File: src/rtl/core/fet_pkg.sv
// Shared constants for the fractal escape-time engine.
package fet_pkg;

    // Width of the configuration register index.
    localparam int CFG_INDEX_BITS = 2;

    // Configuration register indexes.
    localparam logic [CFG_INDEX_BITS-1:0] CFG_JULIA_MODE       = 2'd0;
    localparam logic [CFG_INDEX_BITS-1:0] CFG_JULIA_CONST_REAL = 2'd1;
    localparam logic [CFG_INDEX_BITS-1:0] CFG_JULIA_CONST_IMAG = 2'd2;
    localparam logic [CFG_INDEX_BITS-1:0] CFG_MAX_ITERATIONS   = 2'd3;

    // The escape radius squared is 4, which is 2 to this power.
    localparam int ESCAPE_LOG2 = 2;

    // Reset value of the iteration limit.
    localparam int MAX_ITER_RESET = 256;

endpackage

File: src/rtl/core/fractal_escape_time.sv
// Escape-time engine for Mandelbrot and Julia points with one shared multiplier.
//
//  Channel   Direction  Handshake                   Payload
//  input     in         i_in_valid / o_in_stall     i_point_real, i_point_imag
//  result    out        o_out_valid / i_out_stall   o_escape_count
//  config    in         i_cfg_we (no wait)          i_cfg_index, i_cfg_data
//
// A point runs at most max_iterations iterations. Each one steps through the
// states S_SQR, S_SQI, S_TEST and S_UPD: the single WORD_BITS x WORD_BITS
// multiplier does zr*zr, zi*zi and zr*zi in turn, and S_UPD updates z. Reset
// is synchronous and active low; it clears the sequencer and the result valid
// and returns the configuration registers to their reset values.
// The input side stalls while a point is in work. A finished result waits in
// the sequencer if the output register is still held by a stalled beat.
//
// Each point runs through the following sequence. The squares of the starting
// z are formed first; they are not tested for escape. Then every iteration
// forms zr*zi, updates z from the stored squares and the product, and forms
// the squares of the new z, which serve both the escape test and the next
// update. The countdown starts at max_iterations and drops by one for each
// iteration that does not escape.
module fractal_escape_time #(
    parameter int FRAC_BITS  = 26,
    parameter int WORD_BITS  = 32,
    parameter int COUNT_BITS = 16
) (
    input  logic                                i_clk,
    input  logic                                i_rst_n,
    // Point input channel.
    input  logic                                i_in_valid,
    output logic                                o_in_stall,
    input  logic signed [WORD_BITS-1:0]         i_point_real,
    input  logic signed [WORD_BITS-1:0]         i_point_imag,
    // Result channel.
    output logic                                o_out_valid,
    input  logic                                i_out_stall,
    output logic        [COUNT_BITS-1:0]        o_escape_count,
    // Configuration write port.
    input  logic                                i_cfg_we,
    input  logic [fet_pkg::CFG_INDEX_BITS-1:0]  i_cfg_index,
    input  logic        [WORD_BITS-1:0]         i_cfg_data
);

    // Width of a product, and of the extended sums built from products.
    localparam int PW = 2 * WORD_BITS;
    localparam int XW = PW + 1;

    typedef enum logic [2:0] {
        S_IDLE,
        S_SQR,
        S_SQI,
        S_TEST,
        S_UPD,
        S_DONE
    } t_state;

    // Configuration registers.
    logic                          r_julia_mode;
    logic signed [WORD_BITS-1:0]   r_julia_cr;
    logic signed [WORD_BITS-1:0]   r_julia_ci;
    logic        [COUNT_BITS-1:0]  r_max_iter;

    // Sequencer and datapath registers.
    t_state                        r_state,     n_state;
    logic signed [WORD_BITS-1:0]   r_zr,        n_zr;
    logic signed [WORD_BITS-1:0]   r_zi,        n_zi;
    logic signed [WORD_BITS-1:0]   r_cr,        n_cr;
    logic signed [WORD_BITS-1:0]   r_ci,        n_ci;
    logic signed [PW-1:0]          r_sqr,       n_sqr;
    logic signed [PW-1:0]          r_sqi,       n_sqi;
    logic signed [PW-1:0]          r_prod;
    logic        [COUNT_BITS-1:0]  r_count,     n_count;
    logic        [COUNT_BITS-1:0]  r_result,    n_result;
    logic                          r_first,     n_first;
    logic                          r_out_valid, n_out_valid;
    logic        [COUNT_BITS-1:0]  r_out_count, n_out_count;

    // Shared multiplier operands and product.
    logic signed [WORD_BITS-1:0]   mul_a;
    logic signed [WORD_BITS-1:0]   mul_b;
    logic signed [PW-1:0]          mul_p;

    // Update and escape-test terms.
    logic signed [XW-1:0]          re_diff;
    logic signed [XW-1:0]          re_sum;
    logic signed [XW-1:0]          im_sum;
    logic        [XW-1:0]          mag;
    logic                          escaped;
    logic signed [WORD_BITS-1:0]   re_sat;
    logic signed [WORD_BITS-1:0]   im_sat;
    logic                          in_beat;

    assign o_in_stall     = (r_state != S_IDLE);
    assign o_out_valid    = r_out_valid;
    assign o_escape_count = r_out_count;
    assign in_beat        = i_in_valid && (r_state == S_IDLE);

    // The multiplier squares zr, then zi, and forms zr*zi in every other state.
    always_comb begin
        unique case (r_state)
            S_SQR: begin
                mul_a = r_zr;
                mul_b = r_zr;
            end
            S_SQI: begin
                mul_a = r_zi;
                mul_b = r_zi;
            end
            default: begin
                mul_a = r_zr;
                mul_b = r_zi;
            end
        endcase
        mul_p = mul_a * mul_b;
    end

    // New z: the real part is floor((zr^2 - zi^2) / 2^F) + cr and the imaginary
    // part is floor(zr*zi / 2^(F-1)) + ci. Both saturate to the word range.
    always_comb begin
        re_diff = $signed({r_sqr[PW-1], r_sqr}) - $signed({r_sqi[PW-1], r_sqi});
        re_sum  = (re_diff >>> FRAC_BITS) + XW'(r_cr);
        im_sum  = ($signed({r_prod[PW-1], r_prod}) >>> (FRAC_BITS - 1)) + XW'(r_ci);

        if ((&re_sum[XW-1:WORD_BITS-1]) || !(|re_sum[XW-1:WORD_BITS-1])) begin
            re_sat = re_sum[WORD_BITS-1:0];
        end else begin
            re_sat = re_sum[XW-1] ? {1'b1, {(WORD_BITS-1){1'b0}}}
                                  : {1'b0, {(WORD_BITS-1){1'b1}}};
        end
        if ((&im_sum[XW-1:WORD_BITS-1]) || !(|im_sum[XW-1:WORD_BITS-1])) begin
            im_sat = im_sum[WORD_BITS-1:0];
        end else begin
            im_sat = im_sum[XW-1] ? {1'b1, {(WORD_BITS-1){1'b0}}}
                                  : {1'b0, {(WORD_BITS-1){1'b1}}};
        end
    end

    // Escape test in the test state: zr^2 sits in r_sqr and zi^2 in r_prod.
    // Both are non-negative, and |z|^2 >= 4 means a bit at or above
    // 2^(2F+2) is set.
    always_comb begin
        mag     = {1'b0, r_sqr} + {1'b0, r_prod};
        escaped = |(mag >> (2 * FRAC_BITS + fet_pkg::ESCAPE_LOG2));
    end

    // Sequencer next-state logic.
    always_comb begin
        n_state     = r_state;
        n_zr        = r_zr;
        n_zi        = r_zi;
        n_cr        = r_cr;
        n_ci        = r_ci;
        n_sqr       = r_sqr;
        n_sqi       = r_sqi;
        n_count     = r_count;
        n_result    = r_result;
        n_first     = r_first;
        n_out_valid = r_out_valid && i_out_stall;
        n_out_count = r_out_count;

        unique case (r_state)
            S_IDLE: begin
                if (in_beat) begin
                    if (r_julia_mode) begin
                        n_zr = i_point_real;
                        n_zi = i_point_imag;
                        n_cr = r_julia_cr;
                        n_ci = r_julia_ci;
                    end else begin
                        n_zr = '0;
                        n_zi = '0;
                        n_cr = i_point_real;
                        n_ci = i_point_imag;
                    end
                    n_count = r_max_iter;
                    n_first = 1'b1;
                    if (r_max_iter == '0) begin
                        // A zero iteration limit runs nothing and answers zero.
                        n_result = '0;
                        n_state  = S_DONE;
                    end else begin
                        n_state = S_SQR;
                    end
                end
            end
            S_SQR: begin
                n_state = S_SQI;
            end
            S_SQI: begin
                n_sqr   = r_prod;
                n_state = S_TEST;
            end
            S_TEST: begin
                n_sqi   = r_prod;
                n_first = 1'b0;
                if (!r_first && escaped) begin
                    n_result = r_count;
                    n_state  = S_DONE;
                end else if (!r_first && (r_count == COUNT_BITS'(1))) begin
                    n_result = '0;
                    n_state  = S_DONE;
                end else begin
                    if (!r_first) begin
                        n_count = r_count - COUNT_BITS'(1);
                    end
                    n_state = S_UPD;
                end
            end
            S_UPD: begin
                n_zr    = re_sat;
                n_zi    = im_sat;
                n_state = S_SQR;
            end
            S_DONE: begin
                if (!(r_out_valid && i_out_stall)) begin
                    n_out_valid = 1'b1;
                    n_out_count = r_result;
                    n_state     = S_IDLE;
                end
            end
            default: begin
                n_state = S_IDLE;
            end
        endcase
    end

    // Sequencer state, datapath and result register.
    always_ff @(posedge i_clk) begin
        r_prod      <= mul_p;
        r_zr        <= n_zr;
        r_zi        <= n_zi;
        r_cr        <= n_cr;
        r_ci        <= n_ci;
        r_sqr       <= n_sqr;
        r_sqi       <= n_sqi;
        r_count     <= n_count;
        r_result    <= n_result;
        r_first     <= n_first;
        r_out_count <= n_out_count;
        if (!i_rst_n) begin
            r_state     <= S_IDLE;
            r_out_valid <= 1'b0;
        end else begin
            r_state     <= n_state;
            r_out_valid <= n_out_valid;
        end
    end

    // Config registers; user writes only while the engine is idle, unchecked.
    always_ff @(posedge i_clk) begin
        if (!i_rst_n) begin
            r_julia_mode <= 1'b0;
            r_julia_cr   <= '0;
            r_julia_ci   <= '0;
            r_max_iter   <= COUNT_BITS'(fet_pkg::MAX_ITER_RESET);
        end else if (i_cfg_we) begin
            unique case (i_cfg_index)
                fet_pkg::CFG_JULIA_MODE:       r_julia_mode <= i_cfg_data[0];
                fet_pkg::CFG_JULIA_CONST_REAL: r_julia_cr   <= i_cfg_data;
                fet_pkg::CFG_JULIA_CONST_IMAG: r_julia_ci   <= i_cfg_data;
                fet_pkg::CFG_MAX_ITERATIONS:   r_max_iter   <= i_cfg_data[COUNT_BITS-1:0];
            endcase
        end
    end

endmodule

File: config.mk
export PLATFORM = sky130hd
export DESIGN_NAME = fractal_escape_time
export DESIGN_NICKNAME = d
export VERILOG_FILES = /design/src/rtl/core/fet_pkg.sv /design/src/rtl/core/fractal_escape_time.sv
export SDC_FILE = /design/constraint.sdc
export NUM_CORES = 2
export LEC_CHECK = 0
export BUFFER_PORTS_ARGS = -buffer_cell sky130_fd_sc_hd__buf_2
export CORE_UTILIZATION = 25
export CTS_CLUSTER_DIAMETER = 40
export DETAILED_ROUTE_END_ITERATION = 7
export GPL_TIMING_DRIVEN = 0
export SLEW_MARGIN = 30
export SYNTH_ARGS = -nofsm -noshare
export SYNTH_HDL_FRONTEND = slang
export SYNTH_SLANG_ARGS = --single-unit
File: constraint.sdc
create_clock -name i_clk -period 20.2 [get_ports i_clk]
set_input_delay 1.01 -clock i_clk [delete_from_list [all_inputs] [get_ports i_clk]]
set_output_delay 1.01 -clock i_clk [all_outputs]
set_load 0.02 [all_outputs]
; After elaboration in Yosys (flattened, before gate mapping)
; Index checks and enable logic that the tools add are counted.
[word_totals]
reg_bits = 454
in_bits = 103
[classes]
addsub = 5
n_mul = 1
eq_ne = 16
n_mux = 33
bitwise_logic = 1
reduce_logical = 31
[op_table]
columns = operator, count
row1 = 32-bit two-way mux, 12
row2 = 16-bit two-way mux, 8
row3 = 32-bit one-hot mux with 2 select lines, 2
row4 = 39-bit by 32-bit adder with 40-bit output, 2
row5 = 34-bit AND reduction, 2
row6 = 34-bit OR reduction, 2
row7 = 64-bit by 64-bit adder with 65-bit output, 1
row8 = 64-bit by 64-bit subtractor with 65-bit output, 1
row9 = 32-bit by 32-bit multiplier with 64-bit output, 1
row10 = 16-bit one-hot mux with 2 select lines, 2
row11 = 3-bit one-hot mux with 6 select lines, 1
row12 = 2-bit AND reduction, 9
row13 = "16-bit by 1-bit == test with 1-bit output, second input constant", 1
row14 = 16-bit logical NOT, 1
row15 = "16-bit by 1-bit subtractor with 16-bit output, second input constant", 1
row16 = 11-bit OR reduction, 1
row17 = "2-bit != test, second input constant", 5
row18 = 3-bit two-way mux, 3
row19 = "3-bit by 2-bit == test with 1-bit output, second input constant", 2
row20 = "3-bit == test, second input constant", 2
row21 = 5-bit AND reduction, 1
row22 = "2-bit == test, second input constant", 2
row23 = 1-bit logical AND, 4
row24 = 1-bit two-way mux, 4
row25 = other kinds (13), 17

; Logic depth before layout (Yosys ltp)
[logic_depth]
ltp_word = 7
ltp_mapped = 34

; Worst setup path after synthesis
; OpenSTA, ideal clock, no wires.
[synth_timing]
kind = register -> register
start = register r_state[1]
end = register r_prod[59]
setup_ps = 121
arrival_ps = 10639
required_ps = 20079
slack_ps = 9440
stages_incl_launch_ff = 31
path_buffers = 3
period_less_slack_ps = 10760
cell_sequence = dfxtp_1 nor2b_1 nor2b_1 buf_1 buf_1 mux2_2 buf_1 nand2_1 fa_1 fa_1 fa_1 fa_1 inv_1 fa_1 inv_1 fa_1 inv_1 fa_1 fa_1 ha_1 a211oi_1 nor2_1 a211oi_1 o211a_1 o211ai_1 o221a_2 a211o_1 nand4_1 nand2_1 a311o_1 xor2_1
[synth_via]
elab_chain_len = 3
elab_cells_between_ends = 5
cone_classes = mul: 1 / eq/ne: 2 / mux: 2
[synth_lines]
columns = element, line
row1 = start: declaration, fractal_escape_time.sv:64  ; t_state r_state, n_state;
row2 = start signal: assignment, fractal_escape_time.sv:244  ; r_state <= n_state;
row3 = 3-bit by 2-bit == test with 1-bit output or 3-bit by 1-bit == test with 1-bit output (tied branches), fractal_escape_time.sv:100  ; unique case (r_state)
row4 = 32-bit two-way mux, fractal_escape_time.sv:100
row5 = 32-bit by 32-bit multiplier with 64-bit output (*), fractal_escape_time.sv:114  ; mul_p = mul_a * mul_b;
row6 = named net mul_p[59], fractal_escape_time.sv:81  ; logic signed [PW-1:0] mul_p;
row7 = end signal: assignment, fractal_escape_time.sv:229  ; r_prod <= mul_p;
row8 = end: declaration, fractal_escape_time.sv:71  ; logic signed [PW-1:0] r_prod;
; Mark *: on every way through the listed nets, which the timed path passes. The rest lies on a longest branch.
; A chain may end at the register's enable or synchronous reset.

; Worst setup path after layout
[layout_timing]
start = register r_state[0]
end = register r_prod[60]
; Same word-level chain as after synthesis.

==> impl_metrics.ini <==
[drt]
wl_per_cell_um = 25.89
wl_mm = 255.4
dr_total_vias = 48530
via_per_inst = 4.919
drtPass1Iterations = 6
first_iter_violations = 4653
drc = 0
drtAntennaViolNets = 0

[worst_setup_path]
ff2ff_path_depth = 29
cp_slowest_stage_delay_ns = 1.00
r2r-end = r_prod[60]
rrSetupSlack_ns = 7.42
cp_slowest_cell = mux2i_2
cp.arrival_ns = 13.30
path_max_fanout = 10
reg2reg_from = r_state[0]
crit_path_start_kind = flip-flop
crit_required_ns = 20.72
crit_type = reg2reg
end_kind = flip-flop
cp_common_cell = fa_1

[sta]
setup_viol = 0
fin_crit_ns = 12.78
worst-slew-pin-transition_ns = 1.112
fin_crit_sh_pct = 63.27
slew_viol_final = 0
hold_viol_final = 0
slew_headroom_pct = 24.40
clock.fmax_mhz = 78.25
clock_skew_ns = 0.03648
setup-tns-final_ns = 0
rsz0062_at_grt = false

[placement]
hpwlAfterDp_mm = 215.1
gp_congestion = 1.006
portBuffers = 119

[yosys]
yosysUniqueCellTypes = 87
synth_edf_count = 305
synth_fp_nets = 7956
avgSynthCellArea_sq_um = 9.617
synth_ff_type = edfxtp_1
synth_cells = 6379
ys_seq_area_share_pct = 19.79
synthArstFlopShare_pct = 0
yosysWarnings = 0
ys_seq_elements = 454
syn_area_sq_um = 61350

[die]
row_count = 181
die_w_um = 497.4
die_h_um = 497.4
io_pins = 121
die_area_sq_um = 247400
core_area_sq_um = 243700
start_util_pct = 25.18

[clock_tree]
postCtsSetupBuffers = 0
cts_resized = 0
clockRootBuffer = clkbuf_16
clock-sinks = 454
hold_buffers = 0
clk_latency_ns = 0.64
cts_buffer_depth = 3
numCtsBuffers = 55
clkTransAtPathRegs_ns = 0.07
cts_tree = done
htree_levels = 2

[cells_and_area]
area_growth_pct = 12.54
drive_gt1_share_pct = 8.165
fill_cells = 25850
final_util_pct = 28.33
layout.nets = 8168

[hold_path]
holdPathEnd = o_escape_count[4]
hold_path_class = reg2reg
holdPathStages = 0
hp-start = r_result[4]

[global_route]
track_usage_pct = 20.40
grt_max_degree = 58
first_global_vias = 49470
grt_pass1_wl_mm = 361.8
globalRoute.totalOverflow = 0
antenna_found_initial = 27

[flow_run]
drv_cap = 0

[status]
status = finished, final reports clean
==> critical path, delay by kind of cell (launching register included) <==
family | cells | cell delay, ns
adders and majority gates | 9 | 5.02
AOI/OAI and AO/OA | 8 | 2.25
xor gates and xnor gates | 1 | 0.36
muxes | 1 | 1.00
and+or+nand+nor | 4 | 1.26
DFF | 1 | 0.30
buffers and inverters | 6 | 2.44
==> registers in the layout (all words and copies together) (netlist names) <==
name / count
r_prod: 64
r_sqi: 64
r_sqr: 64
r_ci: 32
r_cr: 32
r_julia_ci: 32
r_julia_cr: 32
r_zi: 32
r_zr: 32
o_escape_count: 16
r_count: 16
r_max_iter: 16
r_result: 16
r_state: 3
o_out_valid: 1
r_first: 1
r_julia_mode: 1
==> layer usage <==
layer / wire length, um / global-route usage [%] / up-vias / share of wire [%]
li1: - / - / 20950 / -
met1: 107500 / 26.93 / 24930 / 42
met2: 114100 / 32.09 / 2144 / 45
met3: 18990 / 3.592 / 492 / 7.4
met4: 14750 / 9.982 / 10 / 5.8
met5: 67 / 0 / - / 0.026
==> logic make-up (layout without fill, tap and decap cells) <==
logic type,count (synthesis),in the layout,synth area share (%)
xor gates and xnor gates,186,186,2.655
muxes,190,190,3.371
adders and majority gates,1474,1474,43.33
other,0,26,0
AOI/OAI and AO/OA,891,891,9.873
and+or+nand+nor,1850,1850,12.77
DFF,454,454,19.79
buffers and inverters,1334,1593,8.209
==> cell usage in the layout (no fill, tap or decap), types with 57 or more instances in the layout <==
| cell | n |
|---|---|
| edfxtp_1 | 305 |
| dfxtp_1 | 149 |
| nand3_1 | 62 |
| xnor2_1 | 129 |
| o21ai_0 | 133 |
| nor2_1 | 681 |
| buf_2 | 137 |
| a21boi_0 | 92 |
| a21oi_1 | 228 |
| a21o_1 | 107 |
| mux2_2 | 123 |
| clkbuf_1 | 170 |
| inv_1 | 1085 |
| xor2_1 | 57 |
| fa_1 | 1083 |
| ha_1 | 390 |
| nand2_1 | 800 |
==> stage by stage <==
stage	instances	area, sq um	hold WS, ns	worst slack (ns)
2_1_floorplan	6379	61350	0.4003	9.440
3_3_place_gp	9700	65950	0.4050	4.415
3_5_place_dp	9736	67100	0.4045	7.722
4_1_cts	9840	68960	0.4209	7.711
5_1_grt	9861	69030	0.4210	7.437
6_report	9866	69040	0.4196	7.420
==> cell usage after synthesis (66+ instances only) <==
library cell | instances | area (sq um)
dfxtp_1 | 149 | 2983
mux2_2 | 123 | 1385
o21ai_0 | 134 | 670.6
nand2_1 | 801 | 3007
edfxtp_1 | 305 | 9159
mux2i_1 | 66 | 660.6
a21boi_0 | 92 | 690.7
xnor2_1 | 129 | 1130
a21o_1 | 107 | 803.3
ha_1 | 390 | 4880
clkbuf_1 | 214 | 803.3
inv_1 | 1087 | 4080
a21oi_1 | 229 | 1146
fa_1 | 1084 | 21700
nor2_1 | 682 | 2560
==> area by class of cell <==
class / count / area, sq um / area share, %
Clock inverter: 39 / 426.7 / 0.6180
Multi-Input combinational cell: 4591 / 44700 / 64.75
Tap cell: 3202 / 4006 / 5.803
Timing Repair Buffer: 155 / 1152 / 1.669
Clock buffer: 65 / 1428 / 2.068
Antenna cell: 26 / 65.06 / 0.09424
Sequential cell: 454 / 12140 / 17.59
Buffer: 246 / 1030 / 1.491
Inverter: 1088 / 4091 / 5.926
==> worst max path at each step <==
stage	from	to
6_report	r_state[0]	r_prod[60]
5_1_grt	r_state[0]	r_prod[60]
3_3_place_gp	r_state[1]	r_prod[60]
2_1_floorplan	r_state[1]	r_prod[59]
4_1_cts	r_state[0]	r_prod[60]
3_5_place_dp	r_state[0]	r_prod[60]
Power is not shown: default switching activity piles up to over one toggle a cycle in this logic, so the estimate is an artifact.
